**src/sv/ddf_pkg.sv**
```systemverilog
`timescale 1ns / 1ps
// ============================================================================
// ddf_pkg
// Shared types, constants and decode functions for the dictionary record
// field deframer.
// ============================================================================
package ddf_pkg;

    localparam int SEQ_MAX_DEFAULT = 8;
    localparam int SEQ_POS_W       = 4;
    localparam int TYPE_SEQ_W      = 64;
    localparam int SEQ_LEN_W       = 4;

    localparam logic CFG_TYPE_SEQUENCE   = 1'b0;
    localparam logic CFG_SEQUENCE_LENGTH = 1'b1;

    localparam logic [3:0] CAT_MEANING  = 4'd0;
    localparam logic [3:0] CAT_PHONETIC = 4'd1;
    localparam logic [3:0] CAT_OTHER    = 4'd2;
    localparam logic [3:0] CAT_IMAGE    = 4'd3;
    localparam logic [3:0] CAT_SOUND    = 4'd4;
    localparam logic [3:0] CAT_VIDEO    = 4'd5;
    localparam logic [3:0] CAT_WAVE     = 4'd6;
    localparam logic [3:0] CAT_PICTURE  = 4'd7;
    localparam logic [3:0] CAT_FRAMING  = 4'd8;
    localparam logic [3:0] CAT_IGNORED  = 4'd9;
    localparam logic [3:0] CAT_INVALID  = 4'd15;

    localparam logic [7:0] TYPE_TEXT_M   = "m";
    localparam logic [7:0] TYPE_TEXT_L   = "l";
    localparam logic [7:0] TYPE_TEXT_G   = "g";
    localparam logic [7:0] TYPE_TEXT_T   = "t";
    localparam logic [7:0] TYPE_TEXT_Y   = "y";
    localparam logic [7:0] TYPE_TEXT_X   = "x";
    localparam logic [7:0] TYPE_TEXT_K   = "k";
    localparam logic [7:0] TYPE_TEXT_W   = "w";
    localparam logic [7:0] TYPE_TEXT_H   = "h";
    localparam logic [7:0] TYPE_RESOURCE = "r";
    localparam logic [7:0] TYPE_WAVE     = "W";
    localparam logic [7:0] TYPE_PICTURE  = "P";

    localparam logic [23:0] PFX_IMG = "img";
    localparam logic [23:0] PFX_SND = "snd";
    localparam logic [23:0] PFX_VDO = "vdo";
    localparam logic [23:0] PFX_ATT = "att";

    typedef enum logic [6:0] {
        PH_AWAIT   = 7'b0000001,
        PH_STRING  = 7'b0000010,
        PH_PREFIX  = 7'b0000100,
        PH_SEP     = 7'b0001000,
        PH_BODY    = 7'b0010000,
        PH_LENGTH  = 7'b0100000,
        PH_PAYLOAD = 7'b1000000
    } phase_t;

    typedef struct packed {
        logic [7:0] data_byte;
        logic       last_of_record;
    } in_item_t;

    typedef struct packed {
        logic [7:0] out_byte;
        logic [3:0] category;
        logic       field_end;
        logic       format_error;
        logic       record_done;
    } result_t;

    typedef struct packed {
        logic [7:0] data_byte;
        logic       last_of_record;
        logic       is_zero;
        phase_t     inline_phase;
    } front_item_t;

    typedef struct packed {
        logic full;
        logic not_empty;
    } queue_status_t;

    function automatic logic [3:0] text_category(input logic [7:0] t);
        logic [3:0] c;
        unique case (t)
            TYPE_TEXT_M, TYPE_TEXT_L, TYPE_TEXT_G: c = CAT_MEANING;
            TYPE_TEXT_T, TYPE_TEXT_Y: c = CAT_PHONETIC;
            TYPE_TEXT_X, TYPE_TEXT_K, TYPE_TEXT_W, TYPE_TEXT_H: c = CAT_OTHER;
            default: c = CAT_INVALID;
        endcase
        return c;
    endfunction

    function automatic phase_t start_phase(input logic [7:0] t);
        phase_t p;
        if (text_category(t) != CAT_INVALID) begin
            p = PH_STRING;
        end else if (t == TYPE_RESOURCE) begin
            p = PH_PREFIX;
        end else if (t == TYPE_WAVE || t == TYPE_PICTURE) begin
            p = PH_LENGTH;
        end else begin
            p = PH_AWAIT;
        end
        return p;
    endfunction

    function automatic logic [3:0] resource_category(input logic [23:0] p);
        logic [3:0] c;
        if (p == PFX_IMG) begin
            c = CAT_IMAGE;
        end else if (p == PFX_SND) begin
            c = CAT_SOUND;
        end else if (p == PFX_VDO) begin
            c = CAT_VIDEO;
        end else if (p == PFX_ATT) begin
            c = CAT_OTHER;
        end else begin
            c = CAT_IGNORED;
        end
        return c;
    endfunction

endpackage

```
**src/sv/ddf_front.sv**
```systemverilog
`timescale 1ns / 1ps
// ============================================================================
// ddf_front
// Accepts input transactions and tags each byte with its stateless
// classification before it enters the queue.
// ============================================================================
module ddf_front
    import ddf_pkg::*;
(
    input  logic          s_valid,
    output logic          s_ready,
    input  in_item_t      s_data,
    input  queue_status_t q_status,
    output logic          push,
    output front_item_t   push_item
);

    assign s_ready = ~q_status.full;
    assign push    = s_valid & s_ready;

    always_comb begin
        push_item.data_byte      = s_data.data_byte;
        push_item.last_of_record = s_data.last_of_record;
        push_item.is_zero        = (s_data.data_byte == 8'd0);
        push_item.inline_phase   = start_phase(s_data.data_byte);
    end

endmodule

```
**src/sv/ddf_queue.sv**
```systemverilog
`timescale 1ns / 1ps
// ============================================================================
// ddf_queue
// Two-entry queue between the classifying front end and the parser.
// ============================================================================
module ddf_queue
    import ddf_pkg::*;
(
    input  logic          aclk,
    input  logic          aresetn,
    input  logic          push,
    input  front_item_t   push_item,
    input  logic          pop,
    output front_item_t   pop_item,
    output queue_status_t q_status
);

    front_item_t entry_mem [2];
    logic        wr_ptr_reg, wr_ptr_next;
    logic        rd_ptr_reg, rd_ptr_next;
    logic [1:0]  count_reg, count_next;
    logic        do_pop;

    assign do_pop             = pop & (count_reg != 2'd0);
    assign q_status.full      = (count_reg == 2'd2);
    assign q_status.not_empty = (count_reg != 2'd0);
    assign pop_item           = entry_mem[rd_ptr_reg];

    always_comb begin
        wr_ptr_next = push ? ~wr_ptr_reg : wr_ptr_reg;
        rd_ptr_next = do_pop ? ~rd_ptr_reg : rd_ptr_reg;
        count_next  = count_reg + 2'(push) - 2'(do_pop);
    end

    always_ff @(posedge aclk) begin
        if (push) begin
            entry_mem[wr_ptr_reg] <= push_item;
        end
    end

    always_ff @(posedge aclk) begin
        if (!aresetn) begin
            wr_ptr_reg <= 1'b0;
            rd_ptr_reg <= 1'b0;
            count_reg  <= 2'd0;
        end else begin
            wr_ptr_reg <= wr_ptr_next;
            rd_ptr_reg <= rd_ptr_next;
            count_reg  <= count_next;
        end
    end

endmodule

```
**src/sv/ddf_back.sv**
```systemverilog
`timescale 1ns / 1ps
// ============================================================================
// ddf_back
// Field parser: holds the configuration and the parse state, steps one byte
// per cycle unless output stalls, and drives the registered result channel.
// ============================================================================
module ddf_back
    import ddf_pkg::*;
#(
    parameter int SEQ_MAX = SEQ_MAX_DEFAULT
) (
    input  logic                  aclk,
    input  logic                  aresetn,
    input  logic                  cfg_valid,
    output logic                  cfg_ready,
    input  logic                  cfg_index,
    input  logic [TYPE_SEQ_W-1:0] cfg_data,
    input  queue_status_t         q_status,
    input  front_item_t           q_item,
    output logic                  pop,
    output logic                  m_valid,
    input  logic                  m_ready,
    output result_t               m_data
);

    logic [TYPE_SEQ_W-1:0] type_seq_reg;
    logic [SEQ_LEN_W-1:0]  seq_len_reg;

    phase_t               phase_reg, phase_next;
    logic [SEQ_POS_W-1:0] pos_reg, pos_next;
    logic [7:0]           type_reg, type_next;
    logic [31:0]          rem_reg, rem_next;
    logic [2:0]           hdr_reg, hdr_next;
    logic [23:0]          pfx_reg, pfx_next;
    logic                 m_valid_reg, m_valid_next;
    result_t              m_data_reg;

    logic [SEQ_POS_W-1:0] n_sat;
    logic                 found;
    logic [SEQ_POS_W-1:0] found_idx;
    logic [7:0]           found_type;
    logic                 done;
    logic [3:0]           cat;
    logic                 fend;
    logic                 err;
    logic [31:0]          rem_dec;
    result_t              result;

    assign cfg_ready = 1'b1;
    assign pop       = q_status.not_empty & (~m_valid_reg | m_ready);
    assign m_valid   = m_valid_reg;
    assign m_data    = m_data_reg;

    always_comb begin
        n_sat = (seq_len_reg > SEQ_POS_W'(SEQ_MAX)) ? SEQ_POS_W'(SEQ_MAX) : seq_len_reg;
        found      = 1'b0;
        found_idx  = '0;
        found_type = '0;
        for (int i = SEQ_MAX - 1; i >= 0; i--) begin
            if (SEQ_POS_W'(i) >= pos_reg && SEQ_POS_W'(i) < n_sat &&
                start_phase(type_seq_reg[8*i +: 8]) != PH_AWAIT) begin
                found      = 1'b1;
                found_idx  = SEQ_POS_W'(i);
                found_type = type_seq_reg[8*i +: 8];
            end
        end
    end

    always_comb begin
        phase_next = phase_reg;
        pos_next   = pos_reg;
        type_next  = type_reg;
        rem_next   = rem_reg;
        hdr_next   = hdr_reg;
        pfx_next   = pfx_reg;
        done       = 1'b0;
        cat        = CAT_IGNORED;
        fend       = 1'b0;
        err        = 1'b0;
        rem_dec    = rem_reg - 32'd1;

        if (phase_reg == PH_AWAIT) begin
            if (seq_len_reg == '0) begin
                done = 1'b1;
                cat  = CAT_FRAMING;
                if (q_item.inline_phase == PH_AWAIT) begin
                    err = 1'b1;
                end else begin
                    type_next  = q_item.data_byte;
                    phase_next = q_item.inline_phase;
                    rem_next   = '0;
                    hdr_next   = '0;
                    pfx_next   = '0;
                end
            end else if (found) begin
                err        = (found_idx != pos_reg);
                pos_next   = found_idx + SEQ_POS_W'(1);
                type_next  = found_type;
                phase_next = start_phase(found_type);
                rem_next   = '0;
                hdr_next   = '0;
                pfx_next   = '0;
            end else begin
                done = 1'b1;
                cat  = CAT_IGNORED;
                if (pos_reg < n_sat) begin
                    err      = 1'b1;
                    pos_next = n_sat;
                end
            end
        end

        if (!done) begin
            unique case (phase_next)
                PH_STRING: begin
                    cat = text_category(type_next);
                    if (q_item.is_zero) begin
                        fend       = 1'b1;
                        phase_next = PH_AWAIT;
                    end
                end
                PH_PREFIX: begin
                    cat      = CAT_FRAMING;
                    pfx_next = {pfx_next[15:0], q_item.data_byte};
                    hdr_next = hdr_next + 3'd1;
                    if (q_item.is_zero) begin
                        err        = 1'b1;
                        fend       = 1'b1;
                        phase_next = PH_AWAIT;
                    end else if (hdr_next >= 3'd3) begin
                        phase_next = PH_SEP;
                        if (resource_category(pfx_next) == CAT_IGNORED) begin
                            err = 1'b1;
                        end
                    end
                end
                PH_SEP: begin
                    cat        = CAT_FRAMING;
                    phase_next = PH_BODY;
                end
                PH_BODY: begin
                    cat = resource_category(pfx_next);
                    if (q_item.is_zero) begin
                        fend       = 1'b1;
                        phase_next = PH_AWAIT;
                    end
                end
                PH_LENGTH: begin
                    cat      = CAT_FRAMING;
                    rem_next = {rem_next[23:0], q_item.data_byte};
                    hdr_next = hdr_next + 3'd1;
                    if (hdr_next >= 3'd4) begin
                        if (rem_next == 32'd0) begin
                            fend       = 1'b1;
                            phase_next = PH_AWAIT;
                        end else begin
                            phase_next = PH_PAYLOAD;
                        end
                    end
                end
                PH_PAYLOAD: begin
                    cat      = (type_next == TYPE_WAVE) ? CAT_WAVE : CAT_PICTURE;
                    rem_next = rem_dec;
                    if (rem_dec == 32'd0) begin
                        fend       = 1'b1;
                        phase_next = PH_AWAIT;
                    end
                end
                default: begin
                    cat        = CAT_IGNORED;
                    phase_next = PH_AWAIT;
                end
            endcase
        end

        if (q_item.last_of_record) begin
            if (phase_next != PH_AWAIT) begin
                err = 1'b1;
            end
            phase_next = PH_AWAIT;
            pos_next   = '0;
            type_next  = '0;
            rem_next   = '0;
            hdr_next   = '0;
            pfx_next   = '0;
        end

        result.out_byte     = q_item.data_byte;
        result.category     = cat;
        result.field_end    = fend;
        result.format_error = err;
        result.record_done  = q_item.last_of_record;

        if (pop) begin
            m_valid_next = 1'b1;
        end else if (m_ready) begin
            m_valid_next = 1'b0;
        end else begin
            m_valid_next = m_valid_reg;
        end
    end

    always_ff @(posedge aclk) begin
        if (pop) begin
            m_data_reg <= result;
        end
    end

    always_ff @(posedge aclk) begin
        if (!aresetn) begin
            type_seq_reg <= '0;
            seq_len_reg  <= '0;
            phase_reg    <= PH_AWAIT;
            pos_reg      <= '0;
            type_reg     <= '0;
            rem_reg      <= '0;
            hdr_reg      <= '0;
            pfx_reg      <= '0;
            m_valid_reg  <= 1'b0;
        end else begin
            if (cfg_valid && cfg_ready) begin
                unique case (cfg_index)
                    CFG_TYPE_SEQUENCE:   type_seq_reg <= cfg_data;
                    CFG_SEQUENCE_LENGTH: seq_len_reg  <= cfg_data[SEQ_LEN_W-1:0];
                    default:             type_seq_reg <= type_seq_reg;
                endcase
            end
            if (pop) begin
                phase_reg <= phase_next;
                pos_reg   <= pos_next;
                type_reg  <= type_next;
                rem_reg   <= rem_next;
                hdr_reg   <= hdr_next;
                pfx_reg   <= pfx_next;
            end
            m_valid_reg <= m_valid_next;
        end
    end

endmodule

```
**src/sv/dictionary_record_field_deframer_top.sv**
```systemverilog
`timescale 1ns / 1ps
// Path: accepted input goes into the queue, then the parser writes the result register.
// Throughput: one transaction per cycle, set by the parser, unless the output stalls.
// A two-entry queue and the result register let input and output stall independently.
// Reset (aresetn low, synchronous) clears the configuration, parse state and queue.
// ============================================================================
// dictionary_record_field_deframer_top
// Classifies the bytes of dictionary word records into field categories.
// ============================================================================
module dictionary_record_field_deframer_top
    import ddf_pkg::*;
#(
    parameter int SEQ_MAX = SEQ_MAX_DEFAULT
) (
    input  logic                  aclk,
    input  logic                  aresetn,
    input  logic                  s_valid,
    output logic                  s_ready,
    input  in_item_t              s_data,
    output logic                  m_valid,
    input  logic                  m_ready,
    output result_t               m_data,
    input  logic                  cfg_valid,
    output logic                  cfg_ready,
    input  logic                  cfg_index,
    input  logic [TYPE_SEQ_W-1:0] cfg_data
);

    queue_status_t q_status;
    logic          push;
    front_item_t   push_item;
    logic          pop;
    front_item_t   pop_item;

    ddf_front u_front (
        .s_valid   (s_valid),
        .s_ready   (s_ready),
        .s_data    (s_data),
        .q_status  (q_status),
        .push      (push),
        .push_item (push_item)
    );

    ddf_queue u_queue (
        .aclk      (aclk),
        .aresetn   (aresetn),
        .push      (push),
        .push_item (push_item),
        .pop       (pop),
        .pop_item  (pop_item),
        .q_status  (q_status)
    );

    ddf_back #(
        .SEQ_MAX (SEQ_MAX)
    ) u_back (
        .aclk      (aclk),
        .aresetn   (aresetn),
        .cfg_valid (cfg_valid),
        .cfg_ready (cfg_ready),
        .cfg_index (cfg_index),
        .cfg_data  (cfg_data),
        .q_status  (q_status),
        .q_item    (pop_item),
        .pop       (pop),
        .m_valid   (m_valid),
        .m_ready   (m_ready),
        .m_data    (m_data)
    );

endmodule

```
**config.mk**
```make
export PLATFORM = sky130hd
export DESIGN_NAME = dictionary_record_field_deframer_top
export DESIGN_NICKNAME = d
export VERILOG_FILES = /design/src/sv/ddf_pkg.sv /design/src/sv/ddf_front.sv /design/src/sv/ddf_queue.sv /design/src/sv/ddf_back.sv /design/src/sv/dictionary_record_field_deframer_top.sv
export SDC_FILE = /design/constraint.sdc
export NUM_CORES = 1
export LEC_CHECK = 0
export ABC_AREA = 1
export BUFFER_PORTS_ARGS = -buffer_cell sky130_fd_sc_hd__buf_4
export CAP_MARGIN = 5
export CORE_MARGIN = 10
export CORE_UTILIZATION = 31
export DETAILED_ROUTE_END_ITERATION = 7
export GPL_TIMING_DRIVEN = 1
export HOLD_SLACK_MARGIN = 0.03
export PLACE_DENSITY = 0.51
export SLEW_MARGIN = 20
export SYNTH_ARGS = -nofsm -noshare
export SYNTH_HDL_FRONTEND = slang
export SYNTH_HIERARCHICAL = 1
export SYNTH_SLANG_ARGS = --single-unit
```
**constraint.sdc**
```tcl
create_clock -name aclk -period 8.3 [get_ports aclk]
set_input_delay 0.415 -clock aclk [delete_from_list [all_inputs] [get_ports aclk]]
set_output_delay 0.415 -clock aclk [all_outputs]
set_load 0.02 [all_outputs]
```
# --- Yosys cells after proc, flatten, opt, wreduce, memory -nomap -nowiden ---
# Memories as Yosys holds them, arrays and structs flattened. A register that Yosys moved wholly into a read port is not among the register bits.
# Cells that the tools add are included.
op_classes:
  add_sub_neg: 5
  order_cmp: 20
  n_eq_ne: 169
  n_mux: 156
  bitwise_logic: 9
  n_reduce_logical: 74
op_table:
  columns: ["cell", "n"]
  rows:
  - ["$eq 8x7->1 const B", 130]
  - ["$mux 7", 32]
  - ["$eq 24x23->1 const B", 8]
  - ["$mux 32", 6]
  - ["$mux 24", 7]
  - ["$pmux 4 s3", 11]
  - ["$mux 8", 13]
  - ["$mux 4", 23]
  - ["$logic_not 32->1", 2]
  - ["$pmux 32 s2", 1]
  - ["$ne 7x1->1 const B", 9]
  - ["$mux 6", 10]
  - ["$mux 3", 15]
  - ["$reduce_or 4->1", 11]
  - ["$ne 4x4->1 const B", 10]
  - ["$reduce_or 3->1", 13]
  - ["$mux 1", 35]
  - ["$pmux 7 s5", 1]
  - ["$sub 32x1->32 const B", 1]
  - ["$reduce_or 2->1", 13]
  - ["$ge 3x4->1 const A", 4]
  - ["$logic_and 1x1->1", 16]
  - ["$lt 3x4->1 const A", 4]
  - ["$pmux 4 s4", 1]
  - ["34 further kinds", 57]
totals:
  reg_bits: 166
  ram_bits: 34
  word_cells: 451
  mem_count: 1
mem_list:
  columns: ["memory", "depth", "width", "rd", "rd_ports_with_merged_regs", "write_ports", "line_no", "source"]
  rows:
  - ["u_queue.entry_mem", 2, 17, 1, 1, 1, "ddf_queue.sv:18", "front_item_t entry_mem [2];"]

# --- Longest topological paths before layout ---
# Gate-level depths: netlist of run 1.
logic_depth:
  word_depth: 37
  ltp_mapped: 32

# --- Hierarchy ---
# The synthesis of run 1 kept the hierarchy.
by_module_without_submodules:
  columns: ["module", "n_inst", "cells_per_inst", "area_each_um2", "seq_area_each_um2"]
  rows:
  - ["ddf_back", 1, 1728, 10950.5, 3393.3]
  - ["ddf_queue", 1, 89, 1519.0, 1121.1]
  - ["ddf_front", 1, 70, 342.8, 0.0]

# --- Worst setup path before layout of run 1 ---
# Ideal clock, no wire load.
synth_timing:
  kind: "reg-to-reg"
  startpoint: "reg (tool-made name)"
  endpoint: "reg u_back.m_data_reg, in the netlist u_back/m_data[1] (data pin)"
  setup_time_ns: 0.256
  arrival_time_ns: 3.322
  path_slack_ns: 4.722
  stages_incl_launch_ff: 21
  synth_period_minus_slack_ns: 3.578
  cell_sequence: "dfxtp_1 > buf_6 > mux2_2 > nor4_1 > nand4_1 > a22oi_4 > buf_4 > clkbuf_1 > nand2_1 > inv_1 > ha_1 > nand2_1 > nand2_1 > nor2_1 > inv_1 > nand4_1 > nand2_1 > a21oi_1 > nand2_1 > o21ai_1 > nand2_1"
synth_lines:
  columns: ["element", "line_no", "source"]
  rows:
  - ["end signal: assignment", "ddf_back.sv:205", "m_data_reg <= result;"]
  - ["end: declaration", "ddf_back.sv:36", "result_t m_data_reg;"]

==> results.cfg, run 1 <==
[synthesis]
synthFlopType = dfxtp_1
async_flop_share = 0
synth_edf_count = 49
syn_avg_cell_area_um2 = 6.79
synthTopCellsByCount = nand2_1 (439), inv_1 (191), nor2_1 (181), a21oi_1 (175), dfxtp_1 (152)
yosysUniqueCellTypes = 65
synth_area_leader_cell = dfxtp_1
synthCells = 1887
yosysMostFrequentCell = nand2_1
synth-seq-cells = 201
yosys-top-cells-area = dfxtp_1 (24%), nand2_1 (13%), edfxtp_1 (11%), a21oi_1 (6.8%), inv_1 (5.6%)
yosysWarnings = 6
seq_area_frac_synth = 0.352
synth_area_mm2 = 0.0128
yosysTopAreaCellShare = 0.238

[clock_tree]
root_buffer = clkbuf_16
cts.htree.levels = 1
clkSinkCount = 201
postCtsHoldBufs = 0
clock_latency_ns = 0.54
ctsLongestPathBuffers = 3
cts_resized = 0
clk_pin_slew_ns = 0.06
numCtsBuffers = 26
cts_setup_buffers = 0
cts_tree = done

[timing]
fin_ws_ns = 3.33
tns_ns = 0
fin_crit_ns = 4.97
fmax_mhz = 201
slew_violations = 0
rsz0062_at_grt = false
finalCritPeriodShare = 0.599
finalSetupViolations = 0
skew_ns = 0.0157
tightest_slew_ns = 0.961
hold_viol_final = 0
max_slew_margin = 0.358

[placed_design]
routabilityCongestion = 0.900
dp_slack_ns = 3.28
post-dp-hpwl_um = 29700
post_dp_cell_area_mm2 = 0.0138
numPortBuffers = 95

[worst_setup_path]
cp_common_cell = nand2_1
required_ns = 8.59
cpPeakStageDelay_ns = 0.94
critPathArrivalTime_ns = 5.26
worst-setup-path-type = reg -> reg
r2r_cells = 18
cp_max_fo = 44
r2r-end = u_back/m_data[1]$_DFFE_PP_
critPathBufInv = 3
path_delay_family = simple AND/OR/NAND/NOR gates
path_cells = mux2_2, nor4_1, nand4_1, a22oi_4, buf_4, nand2_1, inv_1, ha_1, nand2_1, nand2_1, nor2_1, inv_1, nand4_1, nand2_1, a21oi_1, nand2_1, o21ai_1, nand2_1
endpoint_kind = flop
crit_path_start_kind = flop
cp_slowest_cell = dfxtp_1
r2r_setup_slack_ns = 3.33
path_depth = 18

[route]
drt_first_pass_iters = 5
vias = 12632
via_per_inst = 5.09
post-route-drc-count = 0
final_antenna_net_count = 0
wire_per_inst_um = 16.4
wirelength_um = 40700
drtIter0Drc = 903

[die]
rows = 74
start_util = 0.314
die_w_um = 223
ioPinCount = 97
core-area_mm2 = 0.0408
die_h_um = 223
dieArea_mm2 = 0.0499

[layout]
drive_above_1_share = 0.129
area_delta_synth_final_pct = 14.3
largest_reg_flops = 64
n_fill_cell = 4403
final_area_mm2 = 0.0146
fin_nets = 2019
n_antenna_cell = 0

[global_routing]
grt_pass1_wl_um = 65400
gr-total-overflow = 0
antenna_found_initial = 0
grt_usage = 0.157
grt_start_max_net_pins = 81
grt_pass1_vias = 12123

[hold_path]
min_to = u_queue/entry_mem[1][8]$_DFFE_PP_
min_from = s_data[0]
hold_depth = 1
holdCritPathClass = in -> reg

[power]
cellLeakagePower_nw = 6.12
vdd_ir_drop_max_mv = 0.174
powerDensity_mw_per_mm2 = 341

[flow_run]
cap_violations = 0

[outcome]
status = finished clean
## cell usage in the layout (no fill, tap or decap), drive strengths merged, types with 13 or more instances in the layout
cell type	count
o211ai	26
mux2	17
edfxtp	49
o22ai	26
inv	218
clkbuf	33
nand4	38
nor3	37
dfxtp	152
nand3	105
o21ai	175
xor2	23
a21oi	178
o2111ai	17
buf	103
clkinv	13
nor2	205
nand2	458
## where the power goes
part / internal [mW] / total [mW] / switching, mW
Clock: 0.681 / 1.12 / 0.441
Sequential: 1.16 / 1.26 / 0.102
Combinational: 0.735 / 2.62 / 1.88
Total: 2.57 / 5.00 / 2.43
## worst max-delay path by stage
| stage | startpoint | to | slack [ns] |
|---|---|---|---|
| after floorplan | flop | u_back/m_data[1]$_DFFE_PP_ | 4.72 |
| after detailed placement | flop | u_back/m_data[1]$_DFFE_PP_ | 3.28 |
| after CTS | flop | u_back/m_data[1]$_DFFE_PP_ | 3.28 |
| after global routing | flop | u_back/m_data[4]$_SDFFCE_PP0P_ | 2.77 |
| after global placement | flop | u_back/m_data[1]$_DFFE_PP_ | 3.34 |
| final | flop | u_back/m_data[1]$_DFFE_PP_ | 3.33 |
## stage by stage
step / hold slack (ns) / utilization / power (mW) / instances
6_report: 0.0739 / 0.359 / 5.00 / 2482
5_1_grt: 0.0515 / 0.359 / 5.37 / 2482
4_1_cts: 0.0473 / 0.359 / 5.02 / 2482
3_5_place_dp: 0.448 / 0.338 / 3.88 / 2434
3_3_place_gp: 0.443 / 0.338 / 3.87 / 2434
2_1_floorplan: 0.429 / - / 3.19 / 1889
## per-layer routing
layer  share of wire  vias up  track usage  wire [µm]
met1            0.47     5879        0.210      19200
met3           0.045       37       0.0195       1830
met5               0        -            0          0
li1                -     6416            -          -
met2            0.47      300        0.261      19100
met4           0.015        0       0.0384        602
## cell type report
cell class / instances / area [µm²] / share of cell area
Multi-Input combinational cell: 1377 / 7000 / 0.478
Sequential cell: 201 / 4510 / 0.308
Inverter: 221 / 832 / 0.0568
Timing Repair Buffer: 103 / 773 / 0.0528
Clock buffer: 33 / 728 / 0.0497
Tap cell: 532 / 666 / 0.0454
Clock inverter: 15 / 133 / 0.00905
## cell families after synthesis
logic type	after synthesis	share of synthesized area
xor gates and xnor gates	29	0.0198
and+or+nand+nor	871	0.303
adders and majority gates	10	0.00977
buffers and inverters	311	0.102
muxes	17	0.0179
DFF	201	0.352
other	2	0.000586
AOI/OAI and AO/OA	446	0.194
Note: power is estimated with default switching activity, not from simulation.
==> inputs of run 2 (changes only) <==
- ABC_AREA: 1 -> 0
- clock period: 8.3 -> 5 ns (I/O delays scaled with it)
==> results.cfg, run 2 <==
[outcome]
status = finished clean

[synthesis]
yosys-top-cells-area = dfxtp_1 (25%), edfxtp_1 (12%), nand2_1 (6.9%), a21oi_1 (5.2%), nor2_1 (4.6%)
syn_avg_cell_area_um2 = 8.10
synth_edf_count = 49
synthFlopType = dfxtp_1
yosysTopAreaCellShare = 0.251
yosysMostFrequentCell = nand2_1
async_flop_share = 0
synth-seq-cells = 201
synthCells = 1497
yosysUniqueCellTypes = 97
yosysWarnings = 6
synth_area_leader_cell = dfxtp_1
synthTopCellsByCount = nand2_1 (222), dfxtp_1 (152), nor2_1 (148), a21oi_1 (125), clkbuf_1 (73)
synth_area_mm2 = 0.0121
seq_area_frac_synth = 0.372

[route]
final_antenna_net_count = 0
vias = 11850
wire_per_inst_um = 18.6
drtIter0Drc = 957
via_per_inst = 5.43
wirelength_um = 40500
post-route-drc-count = 0
drt_first_pass_iters = 5

[timing]
slew_violations = 0
fmax_mhz = 210
fin_crit_ns = 4.75
max_slew_margin = 0.287
hold_viol_final = 0
tns_ns = 0
skew_ns = 0.0153
finalCritPeriodShare = 0.950
rsz0062_at_grt = false
tightest_slew_ns = 1.07
finalSetupViolations = 0

[die]
start_util = 0.314
die_w_um = 218
rows = 72
core-area_mm2 = 0.0386
ioPinCount = 97
die_h_um = 218
dieArea_mm2 = 0.0474

[clock_tree]
root_buffer = clkbuf_16
clock_latency_ns = 0.55
ctsLongestPathBuffers = 3
cts.htree.levels = 1
numCtsBuffers = 25
cts_setup_buffers = 0
cts_tree = done
clk_pin_slew_ns = 0.06
clkSinkCount = 201

[placed_design]
post-dp-hpwl_um = 28800
dp.cells = 2059
routabilityCongestion = 0.954
numPortBuffers = 95

[layout]
n_antenna_cell = 0
instances_no_fill = 2181
area_delta_synth_final_pct = 24.5
final_common_cell = nand2_1
largest_reg_flops = 64
fin_nets = 1735
drive_above_1_share = 0.144
final_cell_mix = nand2_1 (222), dfxtp_1 (151), buf_4 (148), nor2_1 (148), a21oi_1 (125)

[global_routing]
grt_pass1_vias = 11254
antenna_found_initial = 0
gr-total-overflow = 0
grt_pass1_wl_um = 64200
grt_usage = 0.165
grt_start_max_net_pins = 93

[power]
vdd_ir_drop_max_mv = 0.262
cellLeakagePower_nw = 5.52
powerDensity_mw_per_mm2 = 424

[worst_setup_path]
critPathArrivalTime_ns = 5.22
required_ns = 5.47
crit_path_start_kind = flop
worst-setup-path-type = reg -> reg
cp_max_fo = 10
endpoint_kind = flop

[hold_path]
holdCritPathClass = in -> reg

[flow_run]
cap_violations = 0
==> run 2: cell count changes after synthesis, moves of 33 or more <==
| cell | before | now |
|---|---|---|
| o21ai_0 | 143 | 38 |
| a21oi_1 | 175 | 125 |
| nand2_1 | 439 | 222 |
| nor2_1 | 181 | 148 |
| inv_1 | 191 | 32 |
| a22oi_1 | 1 | 67 |
| nand3_1 | 100 | 50 |
==> run 2: report_power, final <==
part | internal, mW | switching [mW]
registers | 1.86 | 0.125
clock network | 1.14 | 0.733
logic | 0.923 | 1.62
total | 3.93 | 2.48
==> run 2: cell type report <==
type | count | area [µm²]
fillers | 3868 | 23500
flip-flops and latches | 201 | 4520
clock inverters | 14 | 178
clock buffers | 30 | 654
repair buffers | 228 | 1930
multi-input cells | 1157 | 7040
inverters | 33 | 126
well taps | 518 | 648
==> run 2: final timing paths <==
| kind | endpoint | start | cells past startpoint | slack (ns) |
|---|---|---|---|---|
| worst min register to register | u_back/type_seq_reg[30]$_SDFFE_PN0P_ | u_back/type_seq_reg[30]$_SDFFE_PN0P_ | 2 | 0.46 |
| worst max register to register | u_back/pfx_reg[5]$_SDFFE_PN0P_ | u_back/seq_len_reg[2]$_SDFFE_PN0P_ | 14 | 0.25 |
| worst max-delay path | u_back/pfx_reg[5]$_SDFFE_PN0P_ | u_back/seq_len_reg[2]$_SDFFE_PN0P_ | 14 | 0.25 |
| worst min-delay path | u_queue/wr_ptr_reg$_SDFFE_PN0P_ | s_valid | 4 | 0.24 |
==> run 2: logic make-up (layout without fill, tap and decap cells) <==
group                      after synthesis  after routing  share of synthesized area
adders and majority gates               10             10                     0.0103
buffers and inverters                  141            305                     0.0526
AOI/OAI and AO/OA                      426            426                      0.243
xor gates and xnor gates                34             34                     0.0257
other                                    2              4                   0.000619
DFF                                    201            201                      0.372
muxes                                   28             28                     0.0280
and+or+nand+nor                        655            655                      0.268
==> run 2: through the flow <==
step | hold slack, ns | utilization | cell area (µm²) | power, mW | setup WS [ns]
after global routing | 0.260 | 0.391 | 15100 | 6.73 | 0.00710
final | 0.239 | 0.391 | 15100 | 6.40 | 0.249
after detailed placement | 0.440 | 0.348 | 13400 | 4.47 | 0.181
after global placement | 0.437 | 0.348 | 13400 | 4.48 | 0.206
after floorplan | 0.326 | - | 12100 | 3.55 | 0.446
after CTS | 0.224 | 0.390 | 15100 | 6.42 | 0.178
==> run 2: metal layers <==
metal	wire length, µm	vias to the layer above	GRT usage
met5	0	-	0
met4	1040	0	0.0502
met3	2170	63	0.0208
met2	18600	346	0.263
met1	18700	5653	0.229
li1	-	5788	-
==> run 2: critical path, cell delays in order (launching register included) <==
cell	delay (ns)
dfxtp_1	0.54
a31oi_1	0.15
a311oi_1	0.63
o21ai_2	0.27
mux2i_1	0.22
o2111ai_1	0.38
buf_4	0.22
nand3_1	0.08
o21ai_1	0.46
nand2b_1	0.24
or3_1	0.49
buf_4	0.18
nor2_1	0.55
a22oi_1	0.14
nor2_1	0.12
==> run 2: timing repair <==
item                                   in CTS  in global routing
hold buffers                               78                  0
endpoints found under the hold margin      88                  0
setup endpoints to repair                   0                 51
resized for setup                           0                  9
==> inputs of run 3 (changes only) <==
- CELL_PAD_IN_SITES_DETAIL_PLACEMENT: default -> 1
- CELL_PAD_IN_SITES_GLOBAL_PLACEMENT: default -> 2
- PLACE_DENSITY: 0.51 -> 0.74
==> results.cfg, run 3 (synthesized netlist as in run 2, its figures left out) <==
[worst_setup_path]
critPathLaunch = u_back/type_seq_reg[16]$_SDFFE_PN0P_
endpoint_kind = flop
required_ns = 5.45
r2r_cells = 16
cp_common_cell = or3_1
path_cells = or3b_1, a31oi_2, a2111o_2, o21ai_2, or4_1, o211ai_1, and2_1, ha_2, nor2b_1, a211o_1, or3_1, o21ai_0, a211oi_1, buf_4, or3_1, a21oi_1
cpPeakStageDelay_ns = 0.62
cp_slowest_cell = or4_1
worst-setup-path-type = reg -> reg
r2r_setup_slack_ns = 0.25
reg2reg_from = u_back/type_seq_reg[16]$_SDFFE_PN0P_
crit_path_start_kind = flop
cp_max_fo = 9
critPathArrivalTime_ns = 5.21
path_delay_family = simple AND/OR/NAND/NOR gates
r2r-end = u_back/phase_reg[5]$_SDFFE_PN0P_
critPathBufInv = 1

[layout]
area_delta_synth_final_pct = 25.6
final_common_cell = nand2_1
final_cell_mix = nand2_1 (222), buf_4 (153), dfxtp_1 (152)
largest_reg_flops = 64
n_antenna_cell = 0
instances_no_fill = 2192
ff_latch_area_mm2 = 0.00451
final_util = 0.394
drive_above_1_share = 0.148
n_fill_cell = 4541
multi_input_area_mm2 = 0.00704
final_area_mm2 = 0.0152
fin_nets = 1744

[clock_tree]
cts.htree.levels = 1
numCtsBuffers = 25
root_buffer = clkbuf_16
clk_pin_slew_ns = 0.06
cts_setup_buffers = 0
clock_latency_ns = 0.55
cts_tree = done
clkSinkCount = 201
ctsLongestPathBuffers = 3

[placed_design]
dp.cells = 2066
dp_slack_ns = 0.166
post_dp_cell_area_mm2 = 0.0135
routabilityCongestion = 0.927
post-dp-hpwl_um = 31500
numPortBuffers = 95

[power]
power_mw = 6.56
powerDensity_mw_per_mm2 = 430
cellLeakagePower_nw = 5.58
vdd_ir_drop_max_mv = 0.251

[global_routing]
grt_usage = 0.179
grt_pass1_vias = 12418
gr-total-overflow = 0
antenna_found_initial = 0
grt_pass1_wl_um = 70200
grt_start_max_net_pins = 87

[die]
start_util = 0.314
ioPinCount = 97
core-area_mm2 = 0.0386
rows = 72
die_w_um = 218
dieArea_mm2 = 0.0474
die_h_um = 218

[route]
final_antenna_net_count = 0
drt_first_pass_iters = 5
post-route-drc-count = 0
drtIter0Drc = 732
wirelength_um = 43800
wire_per_inst_um = 20.0
vias = 12029
via_per_inst = 5.49

[timing]
finalSetupViolations = 0
tightest_slew_ns = 1.02
finalCritPeriodShare = 0.951
tns_ns = 0
slew_violations = 0
timing.hold.ws_ns = 0.225
max_slew_margin = 0.318
fin_crit_ns = 4.75
fin_ws_ns = 0.245
skew_ns = 0.0262
hold_viol_final = 0
fmax_mhz = 210
rsz0062_at_grt = true

[flow_run]
cap_violations = 0

[hold_path]
hold_depth = 4
min_from = s_valid
holdCritPathClass = in -> reg
min_to = u_queue/wr_ptr_reg$_SDFFE_PN0P_

[outcome]
status = finished clean
## run 3: changes by cell type in the layout (fill, tap and decap cells not counted), moves of 2 or more
cell           before  now
buf_4             148  153
buf_12              2    4
clkbuf_1            4    2
clkinv_2            4    2
clkinv_4            0    2
clkinvlp_4          0    2
dlygate4sd3_1      78   80
inv_6               1    3
## run 3: worst max path at each step
| stage | to | depth (start not counted) |
|---|---|---|
| floorplan | u_back/m_data[1]$_DFFE_PP_ | 19 |
| global placement | u_back/phase_reg[5]$_SDFFE_PN0P_ | 15 |
| detailed placement | u_back/pfx_reg[21]$_SDFFE_PN0P_ | 13 |
| CTS | u_back/pfx_reg[16]$_SDFFE_PN0P_ | 13 |
| global route | u_back/pfx_reg[17]$_SDFFE_PN0P_ | 13 |
| finish | u_back/phase_reg[5]$_SDFFE_PN0P_ | 16 |
## run 3: final cells by class
type | instances | share of cell area
Clock buffer | 28 | 0.0424
Clock inverter | 18 | 0.0154
Inverter | 33 | 0.00829
Multi-Input combinational cell | 1157 | 0.462
Sequential cell | 201 | 0.296
Tap cell | 518 | 0.0425
Timing Repair Buffer | 237 | 0.133
## run 3: layer usage
layer	routed length (µm)	track usage
met5	0	0
met4	792	0.0389
met3	1860	0.0277
met2	20500	0.292
met1	20700	0.246
## run 3: worst min-delay path, cell delays in order
cell	delay, ns
buf_4	0.11
nor2b_1	0.16
nor2b_1	0.12
o21a_1	0.11
## run 3: repair_timing
action,4_1_cts,5_1_grt
endpoints found under the setup margin,0,36
endpoints found under the hold margin,89,0
gates resized for setup,0,7
hold buffers,80,0
## run 3: where the power goes
group	switching, mW	internal [mW]
sequential	0.127	1.87
clock	0.757	1.19
combinational	1.66	0.958
total	2.54	4.02
